--- src/rtl/scoa_pkg.sv ---
// package: constants, types and helpers for the size class object allocator
package scoa_pkg;

    localparam int unsigned NumClasses   = 6;
    localparam int unsigned LocalDepth   = 128;
    localparam int unsigned RingDepth    = 256;
    localparam int unsigned CentralDepth = 256;
    localparam int unsigned NumBlocks    = 4;
    localparam int unsigned BlockLog2    = 20;

    localparam int unsigned ClsW   = 3;
    localparam int unsigned AddrW  = 22;
    localparam int unsigned LcntW  = $clog2(LocalDepth + 1);
    localparam int unsigned LidxW  = $clog2(LocalDepth);
    localparam int unsigned RptrW  = $clog2(2 * RingDepth);
    localparam int unsigned RidxW  = $clog2(RingDepth);
    localparam int unsigned CcntW  = $clog2(CentralDepth + 1);
    localparam int unsigned CidxW  = $clog2(CentralDepth);
    localparam int unsigned OffW   = BlockLog2 + 1;
    localparam int unsigned BlkW   = $clog2(NumBlocks + 1);
    localparam int unsigned CfgW   = 7;

    typedef logic [ClsW-1:0]  t_cls;
    typedef logic [AddrW-1:0] t_addr;

    typedef enum logic [2:0] {
        ST_LOCAL        = 3'd0,
        ST_CENTRAL      = 3'd1,
        ST_BUMP         = 3'd2,
        ST_FREED_LOCAL  = 3'd3,
        ST_FREED_RING   = 3'd4,
        ST_FREE_DROPPED = 3'd5,
        ST_OUT_OF_ARENA = 3'd6,
        ST_NOT_SMALL    = 3'd7
    } t_status;

    localparam logic CFG_SPILL = 1'b0;
    localparam logic CFG_DRAIN = 1'b1;

    typedef enum logic [2:0] {
        S_IDLE,
        S_READ,
        S_DRAIN_RD,
        S_DRAIN_WR,
        S_POP,
        S_BUMP,
        S_OUT
    } t_state;

    // bump request and answer between control and bump unit
    typedef struct packed {
        logic       go;
        logic [3:0] align_log2;
        t_cls       cls;
    } t_bump_req;

    typedef struct packed {
        logic  ok;
        t_addr address;
    } t_bump_rsp;

endpackage

--- src/rtl/scoa_bump.sv ---
// bump pointer over the arena blocks, one step per request
module scoa_bump (
    input  logic               i_clk,
    input  logic               i_rst_n,
    input  scoa_pkg::t_bump_req i_req,
    output scoa_pkg::t_bump_rsp o_rsp
);
    import scoa_pkg::*;

    logic [OffW-1:0] r_offset, n_offset;
    logic [BlkW-1:0] r_block,  n_block;

    logic [3:0]      w_alog;
    logic [OffW:0]   w_amask, w_size, w_off, w_end;
    logic [OffW:0]   w_csize;
    logic [BlkW-1:0] w_next_blk;

    // effective alignment at least 16 bytes
    always_comb begin
        w_alog   = (i_req.align_log2 < 4'd4) ? 4'd4 : i_req.align_log2;
        w_amask  = (OffW+1)'((1 << w_alog) - 1);
        w_csize  = (OffW+1)'(8) << i_req.cls;
        w_size   = (w_csize + w_amask) & ~w_amask;
        w_off    = ({1'b0, r_offset} + w_amask) & ~w_amask;
        w_end    = w_off + w_size;
        w_next_blk = r_block + 1'b1;
    end

    // carve or advance block
    always_comb begin
        n_offset      = r_offset;
        n_block       = r_block;
        o_rsp.ok      = 1'b0;
        o_rsp.address = '0;
        if (r_block < BlkW'(NumBlocks) && w_size <= (OffW+1)'(1 << BlockLog2)) begin
            if (w_end <= (OffW+1)'(1 << BlockLog2)) begin
                o_rsp.ok      = 1'b1;
                o_rsp.address = AddrW'(({{(32-BlkW){1'b0}}, r_block} << BlockLog2)
                                + 32'(w_off));
                n_offset      = OffW'(w_end);
            end else begin
                n_block  = w_next_blk;
                n_offset = OffW'(w_off);
                if (w_next_blk < BlkW'(NumBlocks)) begin
                    o_rsp.ok      = 1'b1;
                    o_rsp.address = AddrW'({{(32-BlkW){1'b0}}, w_next_blk} << BlockLog2);
                    n_offset      = OffW'(w_size);
                end
            end
        end
    end

    always_ff @(posedge i_clk) begin
        if (!i_rst_n) begin
            r_offset <= '0;
            r_block  <= '0;
        end else if (i_req.go) begin
            r_offset <= n_offset;
            r_block  <= n_block;
        end
    end

    ap_blk_mono: assert property (@(posedge i_clk) disable iff (!i_rst_n)
        r_block >= $past(r_block)) else $error("bump block went back");
    ap_blk_max: assert property (@(posedge i_clk) disable iff (!i_rst_n)
        r_block <= BlkW'(NumBlocks)) else $error("bump block beyond count");
    ap_off_max: assert property (@(posedge i_clk) disable iff (!i_rst_n)
        r_offset <= OffW'(1 << BlockLog2)) else $error("bump offset beyond block");
endmodule

--- config.mk ---
export PLATFORM = sky130hd
export DESIGN_NAME = scoa_bump
export DESIGN_NICKNAME = d
export VERILOG_FILES = /design/src/rtl/scoa_pkg.sv /design/src/rtl/scoa_bump.sv
export SDC_FILE = /design/constraint.sdc
export NUM_CORES = 1
export LEC_CHECK = 0
export BUFFER_PORTS_ARGS = -buffer_cell sky130_fd_sc_hd__buf_2
export CAP_MARGIN = 20
export CORE_ASPECT_RATIO = 1.5
export CORE_UTILIZATION = 39
export CTS_BUF_LIST = sky130_fd_sc_hd__clkbuf_4
export DETAILED_ROUTE_END_ITERATION = 8
export SETUP_SLACK_MARGIN = 0.1
export SLEW_MARGIN = 10
export SYNTH_ARGS = -nofsm -noshare
export SYNTH_HDL_FRONTEND = slang
export SYNTH_SLANG_ARGS = --single-unit
--- constraint.sdc ---
create_clock -name i_clk -period 7.1 [get_ports i_clk]
set_input_delay 1.065 -clock i_clk [delete_from_list [all_inputs] [get_ports i_clk]]
set_output_delay 1.065 -clock i_clk [all_outputs]
set_load 0.02 [all_outputs]
---- Yosys cells after proc, flatten, opt, wreduce, memory -nomap -nowiden ----
Cells that the tools add are included.
storage, ports and cells
  register bits after elaboration ......... 24
  latch bits .............................. 0
  memory bits (writable) .................. 0
  ROM bits ................................ 0
  bits of input ports ..................... 10
  output and inout port bits .............. 23
  word-level logic and storage cells ...... 28
  memories ................................ 0
cells by class
  $add $sub $neg .......................... 6
  multiply operators ...................... 0
  div/mod/pow operators ................... 0
  $lt $le $gt $ge ......................... 5
  equal/unequal tests ..................... 0
  shift-type cells ........................ 2
  muxes and demuxes ....................... 6
  bitwise gates (word level) .............. 4
  reduce and logical (&&, ||, !) cells .... 3
operators by type and width
  kind                                                                           count
  23-bit 2-to-1 mux                                                              3
  22-bit adder                                                                   3
  22-bit AND                                                                     2
  22-bit by 21-bit <= comparator with 1-bit output (second input constant)       2
  21-bit 2-to-1 mux                                                              2
  21-bit by 22-bit adder with 22-bit output                                      1
  22-bit NOT                                                                     1
  1-bit by 4-bit << shifter with 22-bit output (first input constant)            1
  4-bit by 3-bit << shifter with 22-bit output (first input constant)            1
  22-bit by 2-bit subtractor with 22-bit output (second input constant)          1
  3-bit less-than comparator (second input constant)                             2
  4-bit by 3-bit less-than comparator with 1-bit output (second input constant)  1
  4-bit 2-to-1 mux                                                               1
  3-bit by 1-bit adder with 3-bit output (second input constant)                 1
  3-bit AND reduction                                                            1
  2-bit AND reduction                                                            1
  1-bit logical AND                                                              1
  1-bit NOT                                                                      1

---- Logic depth before layout (Yosys ltp) ----
  word-level depth ........................ 10
  depth in mapped cells ................... 26
  mapped depth without buffers ............ 23

---- Worst setup path after synthesis ----
OpenSTA, ideal clock, no wires.
  kind .................................... input-to-output
  start point ............................. input i_req[4] in the netlist's numbering
  end point ............................... output o_rsp[11] in the netlist's numbering
  arrival ................................. 6.234 ns
  required time ........................... 6.035 ns
  slack ................................... -0.199 ns
  cell stages on the path ................. 23
  path buffers ............................ 3
  path through ............................ clkbuf_1 > or2_2 > a21oi_1 > inv_1 > ha_1 > nor4b_1 > o211ai_1 > a21boi_0 > o41ai_1 > o21bai_1 > nor3b_1 > ha_1 > clkbuf_1 > a2111oi_0 > o21a_1 > or2_2 > o211ai_1 > a2111oi_0 > o2111a_1 > a31o_2 > nand2_1 > buf_2 > nor4_1
RTL lines
  element          RTL line        text
  start, declared  scoa_bump.sv:5  input scoa_pkg::t_bump_req i_req,
  end, declared    scoa_bump.sv:6  output scoa_pkg::t_bump_rsp o_rsp

==> results summary <==
The run finished with clean final reports. The worst endpoint data arrival time came out at 5.84 ns. The core box area is 10,600 sq um. The clock insertion delay at the later pin of the skew report came out at 0.34 ns. The detailed-routed wire length on met3 came out at 692 um. Of the available clock period, the critical path in the final layout requires 0.972. The met2 wire length is 8.50 mm. Of the cells placed in the final design, the portion with a size suffix greater than 1 is 0.350. The number of endpoints failing setup at the final stage came out at 0. For this design the top-level I/O count stands at 33.

The maximum operating frequency came out at 145 MHz. For the pin with the worst max-slew slack, the measured transition is 0.745 ns. The first global-routing pass estimated 23.9 mm of wire. The standby leakage power is 0.00270 uW.

In this run, post-CTS hold repair placed 0 buffers. The end of the worst register-to-register path is r_offset[17]. Setup repair after global routing could not meet its margin everywhere. The final wirelength is 16.3 mm. Entering global routing, the biggest net connects 27 pins. The worst setup path startpoint is i_req[4].

The number of hold-slack violations in the final timing report came to 0. The CTS clock-pin slew for the worst setup and hold paths is 0.16 ns. The cell sitting at the root of the clock tree is a sky130_fd_sc_hd__clkbuf_4. The worst voltage drop across the vdd grid came out at 398 uV.

During placement, the flow inserted port buffers numbering 28. The fill cell instance count of the final layout is 1,002. The cell count after synthesis came out at 594. The post-synthesis cell area came out at 4300 sq um. In the synthesized netlist the dominant register cell turns out to be sky130_fd_sc_hd__dfxtp_1. The pre-antenna-repair detailed-routing pass consisted of 5 iterations. Setup total negative slack on the finished layout was measured at 0 ns. The launch instance of the worst min-delay path is r_offset[5]. Of the synthesized area, sequential elements account for 0.112. The setup skew after layout is 0.00598 ns. The vertical extent of the die is 131 um.

The number of DRC markers after the initial detailed-route iteration came out at 333. The worst setup path is launched from a primary input. The worst hold path endpoint is r_offset[5]. Summed over all nets, the half-perimeter wirelength after detailed placement is 12.3 mm. Synthesis inferred 24 register bits.

The power density relative to cell area is 524 nW/um^2. The proportion of register bits with asynchronous set or reset after synthesis came out at 0. STA classifies the critical path endpoint as a primary output. The Yosys step of the flow raised 0 warnings. The library cell used most frequently in the layout, excluding fill and tap cells, is sky130_fd_sc_hd__buf_4. The congestion estimate from routability-driven global placement came to 0.988.

The final setup slack of the worst path came out at 0.198 ns. The total inserted antenna cells came out at 0. The starting density of the core came out at 0.404. The number of unique standard cell types used by synthesis is 67.

In the layout the commonest cells are sky130_fd_sc_hd__buf_4 (104), sky130_fd_sc_hd__nand2_1 (44), sky130_fd_sc_hd__ha_1 (35). Once detail routing completed, the nets flagged for antenna violations numbered 0. The number of vias per cell after detailed routing came out at 6.09. The number of flops mapped to enable cells by yosys is 0. The number of max-cap violations is 0.

The uppermost layer routed is met4. The signed area change from the synthesized netlist to the final layout is 41.4%. The final routed DRC violation total is 0. The setup slack after placement is -0.243 ns. The average instance in the mapped netlist occupies 7.24 sq um. The buffer levels on the longest clock path is 2. The final net count is 777. The clock tree from TritonCTS is yes. The kind of critical path is primary input to primary output. The number of antenna violations at the first check in global routing came to 0.

At the worst endpoint, the required time is 6.03 ns. Row generation in the floorplan step produced 46 rows. The path class of the tightest hold or removal check is flop to flop.

The number of buffers created by CTS came out at 3. The number of global-route vias before repair came out at 4,791. The worst pin sits at a relative slew slack of 0.502. The setup check on the worst reg-to-reg path leaves a slack of 2.12 ns. The remaining global-route overflow came out at 0. After detailed routing, the average wire length per cell comes to 19.0 um. The placed instances occupy a cell area of 5230 sq um. The cell count of the worst hold path is 2. CTS saw 24 sinks. The routed design could run at a clock period as short as 6.90 ns.

Of all nets on the critical path, the largest fanout is 8. The count of H-tree levels built during CTS came out at 1. The routed metal-1 wire length came out at 6.09 mm. The total number of vias came out at 5,223. The die covers 11,500 sq um. Summing all non-filler instances in the final layout gives an area of 6080 sq um. The number of cells on the worst reg-to-reg path is 20. The count of final max-slew check failures came to 0. The die is 87.7 um wide. The worst flop-to-flop path startpoint is r_offset[1].

The overall global routing resource usage is 0.266.
[logic make-up (layout without fill, tap and decap cells)]
family / count (synthesis) / in the layout / synth area share
DFF: 24 / 24 / 0.112
other: 2 / 18 / 0.00175
AOI/OAI and AO/OA: 196 / 196 / 0.320
xor gates and xnor gates: 30 / 30 / 0.0643
muxes: 5 / 5 / 0.0116
adders and majority gates: 52 / 52 / 0.157
and+or+nand+nor: 225 / 225 / 0.275
buffers and inverters: 60 / 164 / 0.0591
[how the worst max path moves through the flow]
stage                            to  slack (ns)
final                     o_rsp[14]        0.20
after global placement    o_rsp[12]       -0.14
after CTS                 o_rsp[20]        0.11
after floorplan           o_rsp[10]        0.04
after global routing      o_rsp[20]        0.01
after detailed placement  o_rsp[14]       -0.24
[layer usage]
layer / track usage / vias to the layer above
met3: 0.0201 / 65
met5: 0 / -
li1: - / 2470
met4: 0.166 / 0
met2: 0.492 / 192
met1: 0.288 / 2496
[state kept, by name (all words and copies together), names as in the netlist]
name      cells
r_offset     21
r_block       3
[cell usage after synthesis (all sizes together) (11+ instances only)]
library cell,instances,share of area
nand2,49,0.043
a21oi,45,0.053
a21o,14,0.024
o21ai,27,0.031
nand2b,16,0.023
nor2,37,0.032
and3,14,0.020
dfxtp,24,0.11
ha,49,0.14
xnor2,19,0.039
nor3b,11,0.019
nor3,30,0.035
nand3,13,0.015
clkbuf,21,0.018
inv,29,0.025
o211ai,16,0.028
[power breakdown]
group / leakage (uW) / switching [uW] / internal, uW
sequential: 0.000196 / 44.3 / 186
clock: 0.0000279 / 51.8 / 57.1
combinational: 0.00248 / 1570 / 1280
total: 0.00270 / 1660 / 1520
[repair_timing]
action | CTS | global route
setup buffers | 5 | 14
pin swaps | 17 | 43
cloned | 0 | 1
endpoints found under the setup margin | 19 | 19
resized for setup | 35 | 108
[critical path, stage by stage]
cell and delay (ns):
sky130_fd_sc_hd__buf_2 0.13, sky130_fd_sc_hd__buf_4 0.18, sky130_fd_sc_hd__a31o_2 0.24, sky130_fd_sc_hd__a32o_2 0.29
sky130_fd_sc_hd__ha_4 0.25, sky130_fd_sc_hd__a21oi_1 0.15, sky130_fd_sc_hd__o211ai_1 0.11, sky130_fd_sc_hd__buf_4 0.17
sky130_fd_sc_hd__a31o_1 0.22, sky130_fd_sc_hd__a221o_1 0.34, sky130_fd_sc_hd__a21o_1 0.20, sky130_fd_sc_hd__a21oi_2 0.18
sky130_fd_sc_hd__xnor2_2 0.15, sky130_fd_sc_hd__ha_1 0.17, sky130_fd_sc_hd__buf_4 0.13, sky130_fd_sc_hd__inv_1 0.05
sky130_fd_sc_hd__o31ai_1 0.28, sky130_fd_sc_hd__a211oi_2 0.06, sky130_fd_sc_hd__buf_4 0.17, sky130_fd_sc_hd__o31a_1 0.24
sky130_fd_sc_hd__mux2i_1 0.18, sky130_fd_sc_hd__and3_4 0.27, sky130_fd_sc_hd__nand2_8 0.08, sky130_fd_sc_hd__buf_12 0.15
sky130_fd_sc_hd__nor3b_4 0.23, sky130_fd_sc_hd__buf_6 0.15
[stage by stage]
step	utilization	total power (uW)	std cells	hold WS, ns
after floorplan	-	1660	610	0.432
after global placement	0.492	2490	834	0.444
after detailed placement	0.492	2510	834	0.451
after CTS	0.513	2730	843	0.479
after global routing	0.571	3370	858	0.500
final	0.571	3180	858	0.479
[cell type report]
class                      count  area [sq um]  share of cell area
multi-input combinational    526          4260               0.701
timing repair buffer         131           995               0.164
sequential                    24           480              0.0790
tap                          144           180              0.0296
inverter                      29           109              0.0179
clock inverter                 1          30.0             0.00494
clock buffer                   3          22.5             0.00370
Power figures use the tool's default switching activity.
